File: src/rtl/rx256_pkg.sv
// Shared types, constants and palette helper functions for the xterm-256 nearest-color block.
package rx256_pkg;

  localparam int unsigned ChanW     = 8;
  localparam int unsigned SqW       = 16;
  localparam int unsigned DistW     = 18;
  localparam int unsigned NumChan   = 3;
  localparam int unsigned NumSys    = 16;
  localparam int unsigned NumGroups = 4;
  localparam int unsigned GroupSize = NumSys / NumGroups;
  localparam int unsigned NumLevels = 4;
  localparam int unsigned NumGray   = 24;
  localparam int unsigned GrayBase  = 8;
  localparam int unsigned GrayStep  = 10;
  localparam int unsigned CubeFirst = 16;
  localparam int unsigned GrayFirst = 232;
  localparam int unsigned NumStages = 7;

  typedef logic [ChanW-1:0] chan_t;
  typedef logic [SqW-1:0]   sq_t;
  typedef logic [DistW-1:0] dist_t;
  typedef logic [2:0]       digit_t;
  typedef logic [4:0]       gray_idx_t;
  typedef logic [3:0]       sys_idx_t;
  typedef logic [1:0]       sys_code_t;
  typedef logic [9:0]       sum_t;

  localparam sys_code_t SysZero = 2'd0;
  localparam sys_code_t Sys128  = 2'd1;
  localparam sys_code_t Sys192  = 2'd2;
  localparam sys_code_t Sys255  = 2'd3;

  function automatic chan_t sys_level(input sys_code_t code);
    chan_t lvl;
    unique case (code)
      SysZero: lvl = 8'd0;
      Sys128:  lvl = 8'd128;
      Sys192:  lvl = 8'd192;
      default: lvl = 8'd255;
    endcase
    return lvl;
  endfunction

  // Level code of one channel of a system color.
  function automatic sys_code_t sys_code(input int unsigned idx, input int unsigned chan);
    sys_code_t   lvl;
    logic [2:0]  mask;
    case (idx)
      0:                  lvl = SysZero;
      1, 2, 3, 4, 5, 6, 8: lvl = Sys128;
      7:                  lvl = Sys192;
      default:            lvl = Sys255;
    endcase
    case (idx % 8)
      0:       mask = 3'd7;
      1:       mask = 3'd1;
      2:       mask = 3'd2;
      3:       mask = 3'd3;
      4:       mask = 3'd4;
      5:       mask = 3'd5;
      6:       mask = 3'd6;
      default: mask = 3'd7;
    endcase
    return mask[chan[1:0]] ? lvl : SysZero;
  endfunction

  function automatic chan_t cube_level(input digit_t d);
    chan_t lvl;
    unique case (d)
      3'd0:    lvl = 8'd0;
      3'd1:    lvl = 8'd95;
      3'd2:    lvl = 8'd135;
      3'd3:    lvl = 8'd175;
      3'd4:    lvl = 8'd215;
      default: lvl = 8'd255;
    endcase
    return lvl;
  endfunction

  // Nearest cube level per channel, lower level on ties.
  function automatic digit_t cube_digit(input chan_t x);
    digit_t d;
    if (x <= 8'd47) begin
      d = 3'd0;
    end else if (x <= 8'd115) begin
      d = 3'd1;
    end else if (x <= 8'd155) begin
      d = 3'd2;
    end else if (x <= 8'd195) begin
      d = 3'd3;
    end else if (x <= 8'd235) begin
      d = 3'd4;
    end else begin
      d = 3'd5;
    end
    return d;
  endfunction

  // Nearest gray step: the first k whose successor is not closer,
  // i.e. 2*sum <= 3*(g_k + g_k+1).
  function automatic gray_idx_t gray_idx(input sum_t sum);
    gray_idx_t  k;
    logic [10:0] twice;
    twice = {sum, 1'b0};
    k = gray_idx_t'(NumGray - 1);
    for (int j = NumGray - 2; j >= 0; j--) begin
      if (twice <= 11'(3 * (2 * GrayBase + GrayStep + 2 * GrayStep * j))) begin
        k = gray_idx_t'(j);
      end
    end
    return k;
  endfunction

  function automatic chan_t gray_level(input gray_idx_t k);
    return chan_t'(GrayBase + GrayStep * int'(k));
  endfunction

  function automatic chan_t abs_diff(input chan_t a, input chan_t b);
    return (a > b) ? a - b : b - a;
  endfunction

  function automatic sq_t square(input chan_t x);
    return sq_t'({8'd0, x} * {8'd0, x});
  endfunction

endpackage

File: src/rtl/rx256_sys_min.sv
// Two-stage minimum search over the sixteen system-color distances.
module rx256_sys_min (
  input  logic                clk_i,
  input  logic [1:0]          en_i,
  input  rx256_pkg::dist_t    dist_i [rx256_pkg::NumSys],
  output rx256_pkg::dist_t    best_dist_o,
  output rx256_pkg::sys_idx_t best_idx_o
);
  import rx256_pkg::*;

  dist_t    grp_dist_d [NumGroups];
  sys_idx_t grp_idx_d  [NumGroups];
  dist_t    grp_dist_q [NumGroups];
  sys_idx_t grp_idx_q  [NumGroups];
  dist_t    best_dist_d, best_dist_q;
  sys_idx_t best_idx_d, best_idx_q;

  always_comb begin
    for (int g = 0; g < NumGroups; g++) begin
      grp_dist_d[g] = dist_i[g * GroupSize];
      grp_idx_d[g]  = sys_idx_t'(g * GroupSize);
      for (int m = 1; m < GroupSize; m++) begin
        if (dist_i[g * GroupSize + m] < grp_dist_d[g]) begin
          grp_dist_d[g] = dist_i[g * GroupSize + m];
          grp_idx_d[g]  = sys_idx_t'(g * GroupSize + m);
        end
      end
    end
  end

  always_comb begin
    best_dist_d = grp_dist_q[0];
    best_idx_d  = grp_idx_q[0];
    for (int g = 1; g < NumGroups; g++) begin
      if (grp_dist_q[g] < best_dist_d) begin
        best_dist_d = grp_dist_q[g];
        best_idx_d  = grp_idx_q[g];
      end
    end
  end

  always_ff @(posedge clk_i) begin
    if (en_i[0]) begin
      grp_dist_q <= grp_dist_d;
      grp_idx_q  <= grp_idx_d;
    end
    if (en_i[1]) begin
      best_dist_q <= best_dist_d;
      best_idx_q  <= best_idx_d;
    end
  end

  assign best_dist_o = best_dist_q;
  assign best_idx_o  = best_idx_q;

endmodule

File: src/rtl/rgb_to_xterm256_nearest.sv
// Seven register stages: per-channel cube/gray pick, differences, squares,
// distance sums, two system-color minimum stages, final three-way select.
// Throughput: one pixel per cycle while the output is not stalled.
// Stages advance independently, so bubbles close up and a stalled output holds all data.
// Reset (rst_ni, asynchronous, active low) clears the stage valid bits only.
// Top level: nearest xterm 256-color index for an 8-bit RGB pixel.
module rgb_to_xterm256_nearest (
  input  logic       clk_i,
  input  logic       rst_ni,
  input  logic       in_valid_i,
  output logic       in_ready_o,
  input  logic [7:0] red_i,
  input  logic [7:0] green_i,
  input  logic [7:0] blue_i,
  output logic       out_valid_o,
  input  logic       out_ready_i,
  output logic [7:0] color_index_o
);
  import rx256_pkg::*;

  logic [NumStages-1:0] valid_q;
  logic [NumStages-1:0] en;

  chan_t     pix_d [NumChan];
  chan_t     pix_q [NumChan];
  digit_t    digit_q [NumChan];
  gray_idx_t gray_k_q;
  sum_t      sum_d;

  chan_t     sys_diff_q  [NumChan][NumLevels];
  chan_t     cube_diff_q [NumChan];
  chan_t     gray_diff_q [NumChan];
  logic [7:0] cube_idx_q [4];
  gray_idx_t gray_k_p_q  [4];

  sq_t       sys_sq_q  [NumChan][NumLevels];
  sq_t       cube_sq_q [NumChan];
  sq_t       gray_sq_q [NumChan];

  dist_t     sys_dist_q [NumSys];
  dist_t     cube_dist_q [3];
  dist_t     gray_dist_q [3];

  dist_t     sys_best_dist;
  sys_idx_t  sys_best_idx;
  logic [7:0] color_index_d, color_index_q;
  dist_t     final_dist;

  always_comb begin
    en[NumStages-1] = !valid_q[NumStages-1] || out_ready_i;
    for (int k = NumStages - 2; k >= 0; k--) begin
      en[k] = !valid_q[k] || en[k+1];
    end
  end

  assign in_ready_o = en[0];

  always_ff @(posedge clk_i or negedge rst_ni) begin
    if (!rst_ni) begin
      valid_q <= '0;
    end else begin
      if (en[0]) valid_q[0] <= in_valid_i;
      for (int k = 1; k < NumStages; k++) begin
        if (en[k]) valid_q[k] <= valid_q[k-1];
      end
    end
  end

  assign pix_d[0] = red_i;
  assign pix_d[1] = green_i;
  assign pix_d[2] = blue_i;
  assign sum_d = sum_t'(red_i) + sum_t'(green_i) + sum_t'(blue_i);

  always_ff @(posedge clk_i) begin
    if (en[0]) begin
      for (int c = 0; c < NumChan; c++) begin
        pix_q[c]   <= pix_d[c];
        digit_q[c] <= cube_digit(pix_d[c]);
      end
      gray_k_q <= gray_idx(sum_d);
    end
    if (en[1]) begin
      for (int c = 0; c < NumChan; c++) begin
        for (int l = 0; l < NumLevels; l++) begin
          sys_diff_q[c][l] <= abs_diff(pix_q[c], sys_level(sys_code_t'(l)));
        end
        cube_diff_q[c] <= abs_diff(pix_q[c], cube_level(digit_q[c]));
        gray_diff_q[c] <= abs_diff(pix_q[c], gray_level(gray_k_q));
      end
      cube_idx_q[0] <= 8'(CubeFirst + 36 * int'(digit_q[0]) + 6 * int'(digit_q[1])
                          + int'(digit_q[2]));
      gray_k_p_q[0] <= gray_k_q;
    end
    if (en[2]) begin
      for (int c = 0; c < NumChan; c++) begin
        for (int l = 0; l < NumLevels; l++) begin
          sys_sq_q[c][l] <= square(sys_diff_q[c][l]);
        end
        cube_sq_q[c] <= square(cube_diff_q[c]);
        gray_sq_q[c] <= square(gray_diff_q[c]);
      end
      cube_idx_q[1] <= cube_idx_q[0];
      gray_k_p_q[1] <= gray_k_p_q[0];
    end
    if (en[3]) begin
      for (int i = 0; i < NumSys; i++) begin
        sys_dist_q[i] <= dist_t'(sys_sq_q[0][sys_code(i, 0)])
                       + dist_t'(sys_sq_q[1][sys_code(i, 1)])
                       + dist_t'(sys_sq_q[2][sys_code(i, 2)]);
      end
      cube_dist_q[0] <= dist_t'(cube_sq_q[0]) + dist_t'(cube_sq_q[1])
                      + dist_t'(cube_sq_q[2]);
      gray_dist_q[0] <= dist_t'(gray_sq_q[0]) + dist_t'(gray_sq_q[1])
                      + dist_t'(gray_sq_q[2]);
      cube_idx_q[2] <= cube_idx_q[1];
      gray_k_p_q[2] <= gray_k_p_q[1];
    end
    if (en[4]) begin
      cube_dist_q[1] <= cube_dist_q[0];
      gray_dist_q[1] <= gray_dist_q[0];
      cube_idx_q[3]  <= cube_idx_q[2];
      gray_k_p_q[3]  <= gray_k_p_q[2];
    end
    if (en[5]) begin
      cube_dist_q[2] <= cube_dist_q[1];
      gray_dist_q[2] <= gray_dist_q[1];
    end
    if (en[6]) begin
      color_index_q <= color_index_d;
    end
  end

  rx256_sys_min u_sys_min (
    .clk_i      (clk_i),
    .en_i       (en[5:4]),
    .dist_i     (sys_dist_q),
    .best_dist_o(sys_best_dist),
    .best_idx_o (sys_best_idx)
  );

  // Carry the cube index and gray step alongside their distances through the second system-color minimum stage.
  logic [7:0] cube_idx_s6_q;
  gray_idx_t  gray_k_s6_q;

  always_ff @(posedge clk_i) begin
    if (en[5]) begin
      cube_idx_s6_q <= cube_idx_q[3];
      gray_k_s6_q   <= gray_k_p_q[3];
    end
  end

  always_comb begin
    final_dist    = sys_best_dist;
    color_index_d = {4'd0, sys_best_idx};
    if (cube_dist_q[2] < final_dist) begin
      final_dist    = cube_dist_q[2];
      color_index_d = cube_idx_s6_q;
    end
    if (gray_dist_q[2] < final_dist) begin
      color_index_d = 8'(GrayFirst) + 8'(gray_k_s6_q);
    end
  end

  assign out_valid_o   = valid_q[NumStages-1];
  assign color_index_o = color_index_q;

endmodule

File: config.mk
export PLATFORM = sky130hd
export DESIGN_NAME = rgb_to_xterm256_nearest
export DESIGN_NICKNAME = d
export VERILOG_FILES = /design/src/rtl/rx256_pkg.sv /design/src/rtl/rx256_sys_min.sv /design/src/rtl/rgb_to_xterm256_nearest.sv
export SDC_FILE = /design/constraint.sdc
export NUM_CORES = 2
export LEC_CHECK = 0
export BUFFER_PORTS_ARGS = -buffer_cell sky130_fd_sc_hd__buf_4
export CAP_MARGIN = 0
export CORE_ASPECT_RATIO = 1.2
export CORE_UTILIZATION = 50
export DETAILED_ROUTE_END_ITERATION = 7
export GPL_TIMING_DRIVEN = 0
export PLACE_DENSITY = 0.63
export SLEW_MARGIN = 10
export SYNTH_ARGS = -nofsm -noshare
export SYNTH_HDL_FRONTEND = slang
export SYNTH_SLANG_ARGS = --single-unit
File: constraint.sdc
create_clock -name clk_i -period 24.6 [get_ports clk_i]
set_input_delay 2.46 -clock clk_i [delete_from_list [all_inputs] [get_ports clk_i]]
set_output_delay 2.46 -clock clk_i [all_outputs]
set_load 0.1 [all_outputs]
After elaboration in Yosys (flattened, before gate mapping)
Memories as Yosys holds them, arrays and structs flattened. A register that Yosys moved wholly into a read port is not among the register bits.
Index checks and enable logic that the tools add are counted.
{"block": "totals", "reg_bits": 418, "ram_bits": 625, "out_inout_bits": 10, "word_cells": 673, "n_memories": 12}
{"block": "op_classes", "add_sub_neg": 79, "n_mul": 21, "magnitude_cmp": 121, "n_eq_ne": 12, "n_mux": 312, "bitwise": 48, "n_reduce_logical": 25}
{"memory": "sys_sq_q", "words": 3, "word_bits": 64, "rd": 3, "rd_ports_with_merged_regs": 0, "write_ports": 3, "line_no": "rgb_to_xterm256_nearest.sv:36", "source": "sq_t sys_sq_q [NumChan][NumLevels];"}
{"memory": "sys_diff_q", "words": 3, "word_bits": 32, "rd": 3, "rd_ports_with_merged_regs": 0, "write_ports": 3, "line_no": "rgb_to_xterm256_nearest.sv:30", "source": "chan_t sys_diff_q [NumChan][NumLevels];"}
{"memory": "cube_dist_q", "words": 3, "word_bits": 18, "rd": 3, "rd_ports_with_merged_regs": 0, "write_ports": 3, "line_no": "rgb_to_xterm256_nearest.sv:41", "source": "dist_t cube_dist_q [3];"}
{"memory": "gray_dist_q", "words": 3, "word_bits": 18, "rd": 3, "rd_ports_with_merged_regs": 0, "write_ports": 3, "line_no": "rgb_to_xterm256_nearest.sv:42", "source": "dist_t gray_dist_q [3];"}
{"memory": "cube_sq_q", "words": 3, "word_bits": 16, "rd": 3, "rd_ports_with_merged_regs": 0, "write_ports": 3, "line_no": "rgb_to_xterm256_nearest.sv:37", "source": "sq_t cube_sq_q [NumChan];"}
{"memory": "gray_sq_q", "words": 3, "word_bits": 16, "rd": 3, "rd_ports_with_merged_regs": 0, "write_ports": 3, "line_no": "rgb_to_xterm256_nearest.sv:38", "source": "sq_t gray_sq_q [NumChan];"}
{"memory": "+6 memories"}
{"op": "16-bit binary-select mux with 2-bit select", "count": 48}
{"op": "16-bit two-way mux", "count": 96}
{"op": "17-bit by 16-bit adder with 18-bit output", "count": 18}
{"op": "16-bit by 16-bit adder with 17-bit output", "count": 18}
{"op": "18-bit less-than comparator", "count": 17}
{"op": "8-bit by 8-bit multiplier with 16-bit output", "count": 18}
{"op": "18-bit two-way mux", "count": 16}
{"op": "8-bit subtractor", "count": 36}
{"op": "8-bit two-way mux", "count": 27}
{"op": "3-bit >= comparator, second input constant", "count": 48}
{"op": "8-bit > comparator", "count": 18}
{"op": "2-bit inverter with 3-bit output", "count": 48}
{"op": "8-bit one-hot mux with 5 select lines", "count": 3}
{"op": "2-bit two-way mux", "count": 54}
{"op": "11-bit by 10-bit less-or-equal comparator with 1-bit output, second input constant", "count": 8}
{"op": "3-bit two-way mux", "count": 26}
{"op": "11-bit less-or-equal comparator, second input constant", "count": 7}
{"op": "8-bit less-or-equal comparator, second input constant", "count": 9}
{"op": "11-bit by 9-bit less-or-equal comparator with 1-bit output, second input constant", "count": 5}
{"op": "4-bit two-way mux", "count": 11}
{"op": "5-bit two-way mux", "count": 6}
{"op": "1-bit two-way mux", "count": 25}
{"op": "8-bit by 6-bit less-or-equal comparator with 1-bit output, second input constant", "count": 3}
{"op": "8-bit by 7-bit less-or-equal comparator with 1-bit output, second input constant", "count": 3}
{"op": "other kinds (22)", "count": 50}

Depth between registers and ports, before layout
{"block": "depth", "word_depth": 25, "depth_mapped": 34, "mapped_depth_nobuf": 29}

Hierarchy
Synthesis repeated with hierarchy kept, for this count alone.
{"block": "unflattened", "hier_cells": 8347, "hier_area_um2": 91126.1}
{"module": "rgb_to_xterm256_nearest", "n_inst": 1, "cells_each": 6939, "area_per_inst_um2": 78641.7}
{"module": "rx256_sys_min", "n_inst": 1, "cells_each": 1408, "area_per_inst_um2": 12484.5}

Worst setup path before layout
OpenSTA, ideal clock, no wires.
{"block": "synth_path", "path_kind": "input to register", "start": "input port out_ready_i", "end": "memory cube_idx_q[1][0] (enable)", "arrival_ps": 11532, "required_time_ps": 22517, "path_slack_ps": 10985, "cell_stages": 4, "n_path_buf": 0, "cell_sequence": "nor2b_1 -> nand3_1 -> nor2_1 -> nand2_1"}
{"element": "start, declared", "line_no": "rgb_to_xterm256_nearest.sv:16", "source": "input logic out_ready_i,"}
{"element": "end, declared", "line_no": "rgb_to_xterm256_nearest.sv:33", "source": "logic [7:0] cube_idx_q [4];"}

==> results_dict.tcl <==
set metrics [dict create \
    status "completed" \
    die_area_mm2 0.182 \
    min_path_type "reg -> reg" \
    start_util 0.503 \
    cp_top_family "compound AO/OA/AOI/OAI gates" \
    clkLatencyLatePin_ns 0.78 \
    synth_fa_ha_area_frac 0.332 \
    max_stage_delay_ns 0.60 \
    fp-row-count 170 \
    ios 38 \
    synthToLayoutAreaGrowth_pct 8.44 \
    synth_top_family_by_area "adder cells" \
    grt_pass1_vias 59800 \
    synth_flop_cell "edfxtp_1" \
    ant_nets 0 \
    maxSlewViolCount 0 \
    ys_top_cells_by_count "1,182 x ha_1, 1,127 x inv_1, 985 x edfxtp_1, 754 x fa_1, 532 x xnor2_1" \
    synth-seq-area-share 0.331 \
    synth_top_cell_area_share 0.329 \
    wl_per_cell_um 20.8 \
    post-route-min-period_ns 8.89 \
    cap_viol_max_count 0 \
    synth.largest_area_cell "edfxtp_1" \
    relSlewSlack 0.185 \
    synth_compound_area_frac 0.0962 \
    grt.overflow.total 0 \
    grt_start_max_net_pins 118 \
    cts_tree "done" \
    cts_hold_buffers 0 \
    final_nets 10200 \
    rsz0062_at_grt "false" \
    die_w_um 389 \
    port_buffers 37 \
    ys.warnings.count 0 \
    synthMostInstantiatedCell "ha_1" \
    syn_area_per_cell_um2 11.2 \
    hpwlAfterDp_um 182000 \
    post_dp_cell_area_mm2 0.0937 \
    setup-tns-final_ns 0 \
    gp_congestion 0.896 \
    dr.pass1.iters 5 \
    drive_above_1_share 0.0513 \
    cp_data_required_time_ns 25.07 \
    yosysUniqueCellTypes 91 \
    synth-simple-area-share 0.0878 \
    h-tree-depth 3 \
    critPathKind "reg -> reg" \
    async_reset_ff_frac 0.00706 \
    vias 58700 \
    max_freq_mhz 113 \
    worst_pin_slew_ns 1.22 \
    finalHoldViolCount 0 \
    synth_xor_area_frac 0.0603 \
    crit_slowest_cell "a31oi_2" \
    cts_buffers 109 \
    clkTransAtPathRegs_ns 0.07 \
    via_per_inst 5.50 \
    core_mm2 0.179 \
    synth_mux_area_frac 0.0390 \
    antenna_found_initial 11 \
    drc 0 \
    cts_setup_buffers 0 \
    cts.sinks 992 \
    initialDrtViolationCount 3735 \
    syn-instance-count 8036 \
    cts-resized-gates 0 \
    crit_fanout 10 \
    stdcell_area_mm2 0.0975 \
    track_usage 0.247 \
    critPathArrivalTime_ns 9.36 \
    yosys_register_bits 992 \
    setup_viol 0 \
    start_kind "register" \
    finalClockSkew_ns 0.0482 \
    timing.final.crit_share 0.361 \
    ys_top_cells_by_area "edfxtp_1 33%, fa_1 17%, ha_1 16%" \
    die_y_um 467 \
    fillers 15300 \
    cp-end-kind "register" \
    cp_common_cell "o21a_1" \
    syn-cell-area_mm2 0.0899 \
    synth_edf_count 985 \
    grt_pass1_wl_um 342000 \
    crit_buf_inv 5 \
    wl_um 221000 \
    clockBufferDepth 3 \
    root_buffer "clkbuf_16" \
]
-- state kept, by name, indices dropped and copies added (netlist names), 32 cells and up --
register and cells:
cube_dist_q 54, cube_idx_q 32, cube_sq_q 45, gray_dist_q 54, gray_sq_q 43, sys_diff_q 89, sys_dist_q 270, sys_sq_q 173
u_sys_min.grp_dist_q 70
-- routing by layer --
| metal | GRT usage | up-vias | wire [µm] |
|---|---|---|---|
| met1 | 0.330 | 29000 | 97600 |
| met2 | 0.413 | 1276 | 105000 |
| met5 | 0 | - | 0 |
| met3 | 0.0227 | 320 | 9700 |
| met4 | 0.102 | 0 | 9550 |
| li1 | - | 28100 | - |
-- worst reg2reg max path, delay by kind of cell (launching register included) --
family / cells / cell delay, ns
AOI/OAI and AO/OA: 19 / 4.45
adders and majority gates: 3 / 0.86
buffers and inverters: 5 / 1.50
DFF: 1 / 0.40
muxes: 3 / 1.27
and+or+nand+nor: 2 / 0.14
-- path summary, 6_finish.rpt --
check / cells past startpoint / endpoint / start / slack [ns]
hold reg to reg: 0 / gray_k_p_q[1][2]$_DFFE_PP_ / gray_k_p_q[0][2]$_DFFE_PP_ / 0.42
hold / removal: 0 / gray_k_p_q[1][2]$_DFFE_PP_ / gray_k_p_q[0][2]$_DFFE_PP_ / 0.42
max in group asynchronous: 1 / valid_q[1]$_DFFE_PN0P_ / rst_ni / 22.99
setup / recovery: 32 / u_sys_min.grp_dist_q[46]$_DFFE_PP_ / sys_dist_q[182]$_DFFE_PP_ / 15.71
min in group asynchronous: 1 / valid_q[6]$_DFFE_PN0P_ / rst_ni / 1.48
setup reg to reg: 32 / u_sys_min.grp_dist_q[46]$_DFFE_PP_ / sys_dist_q[182]$_DFFE_PP_ / 15.71
-- per-stage QoR --
stage          setup slack, ns  utilization  hold WS (ns)  cells
6_report                 15.71        0.546         0.416  10700
5_1_grt                  15.28        0.546         0.414  10700
4_1_cts                  15.68        0.546         0.410  10700
3_5_place_dp             15.72        0.524         0.405  10500
3_3_place_gp              5.45        0.522         0.405  10500
2_1_floorplan            10.98            -         0.400   8093
-- cell type report --
cell class                 instances  area [µm²]  share of cell area
antenna                            1        2.50           0.0000257
buffer                           127         563             0.00578
clock buffer                     118        2760              0.0283
clock inverter                    79        1030              0.0105
inverter                        1127        4240              0.0435
multi-input combinational       5847       55600               0.570
sequential                       992       29800               0.305
tap                             2322        2910              0.0298
timing repair buffer              52         631             0.00647
-- cells by family (layout without fill, tap and decap cells) --
family / Yosys count / in the layout
XOR/XNOR: 619 / 619
AND/OR/NAND/NOR: 1595 / 1595
flip-flops: 992 / 992
other: 1 / 59
multiplexers: 329 / 329
adder cells (fa/ha/maj): 1936 / 1936
AO/OA/AOI/OAI: 1310 / 1310
buffers and inverters: 1254 / 1503
-- layout by cell type, fill, tap and decap left out, drive strengths merged, types with 58 or more instances in the layout --
master / instances
nor3: 79
a21oi: 418
o21a: 129
nor2: 401
mux2i: 217
nand2: 388
o21ai: 191
a21o: 147
fa: 754
ha: 1182
nor2b: 135
xor2: 87
o21bai: 108
inv: 1130
mux2: 112
xnor2: 532
and2: 289
clkbuf: 216
conb: 58
edfxtp: 985
buf: 81
Power is not shown: default switching activity piles up to over one toggle a cycle in this logic, so the estimate is an artifact.
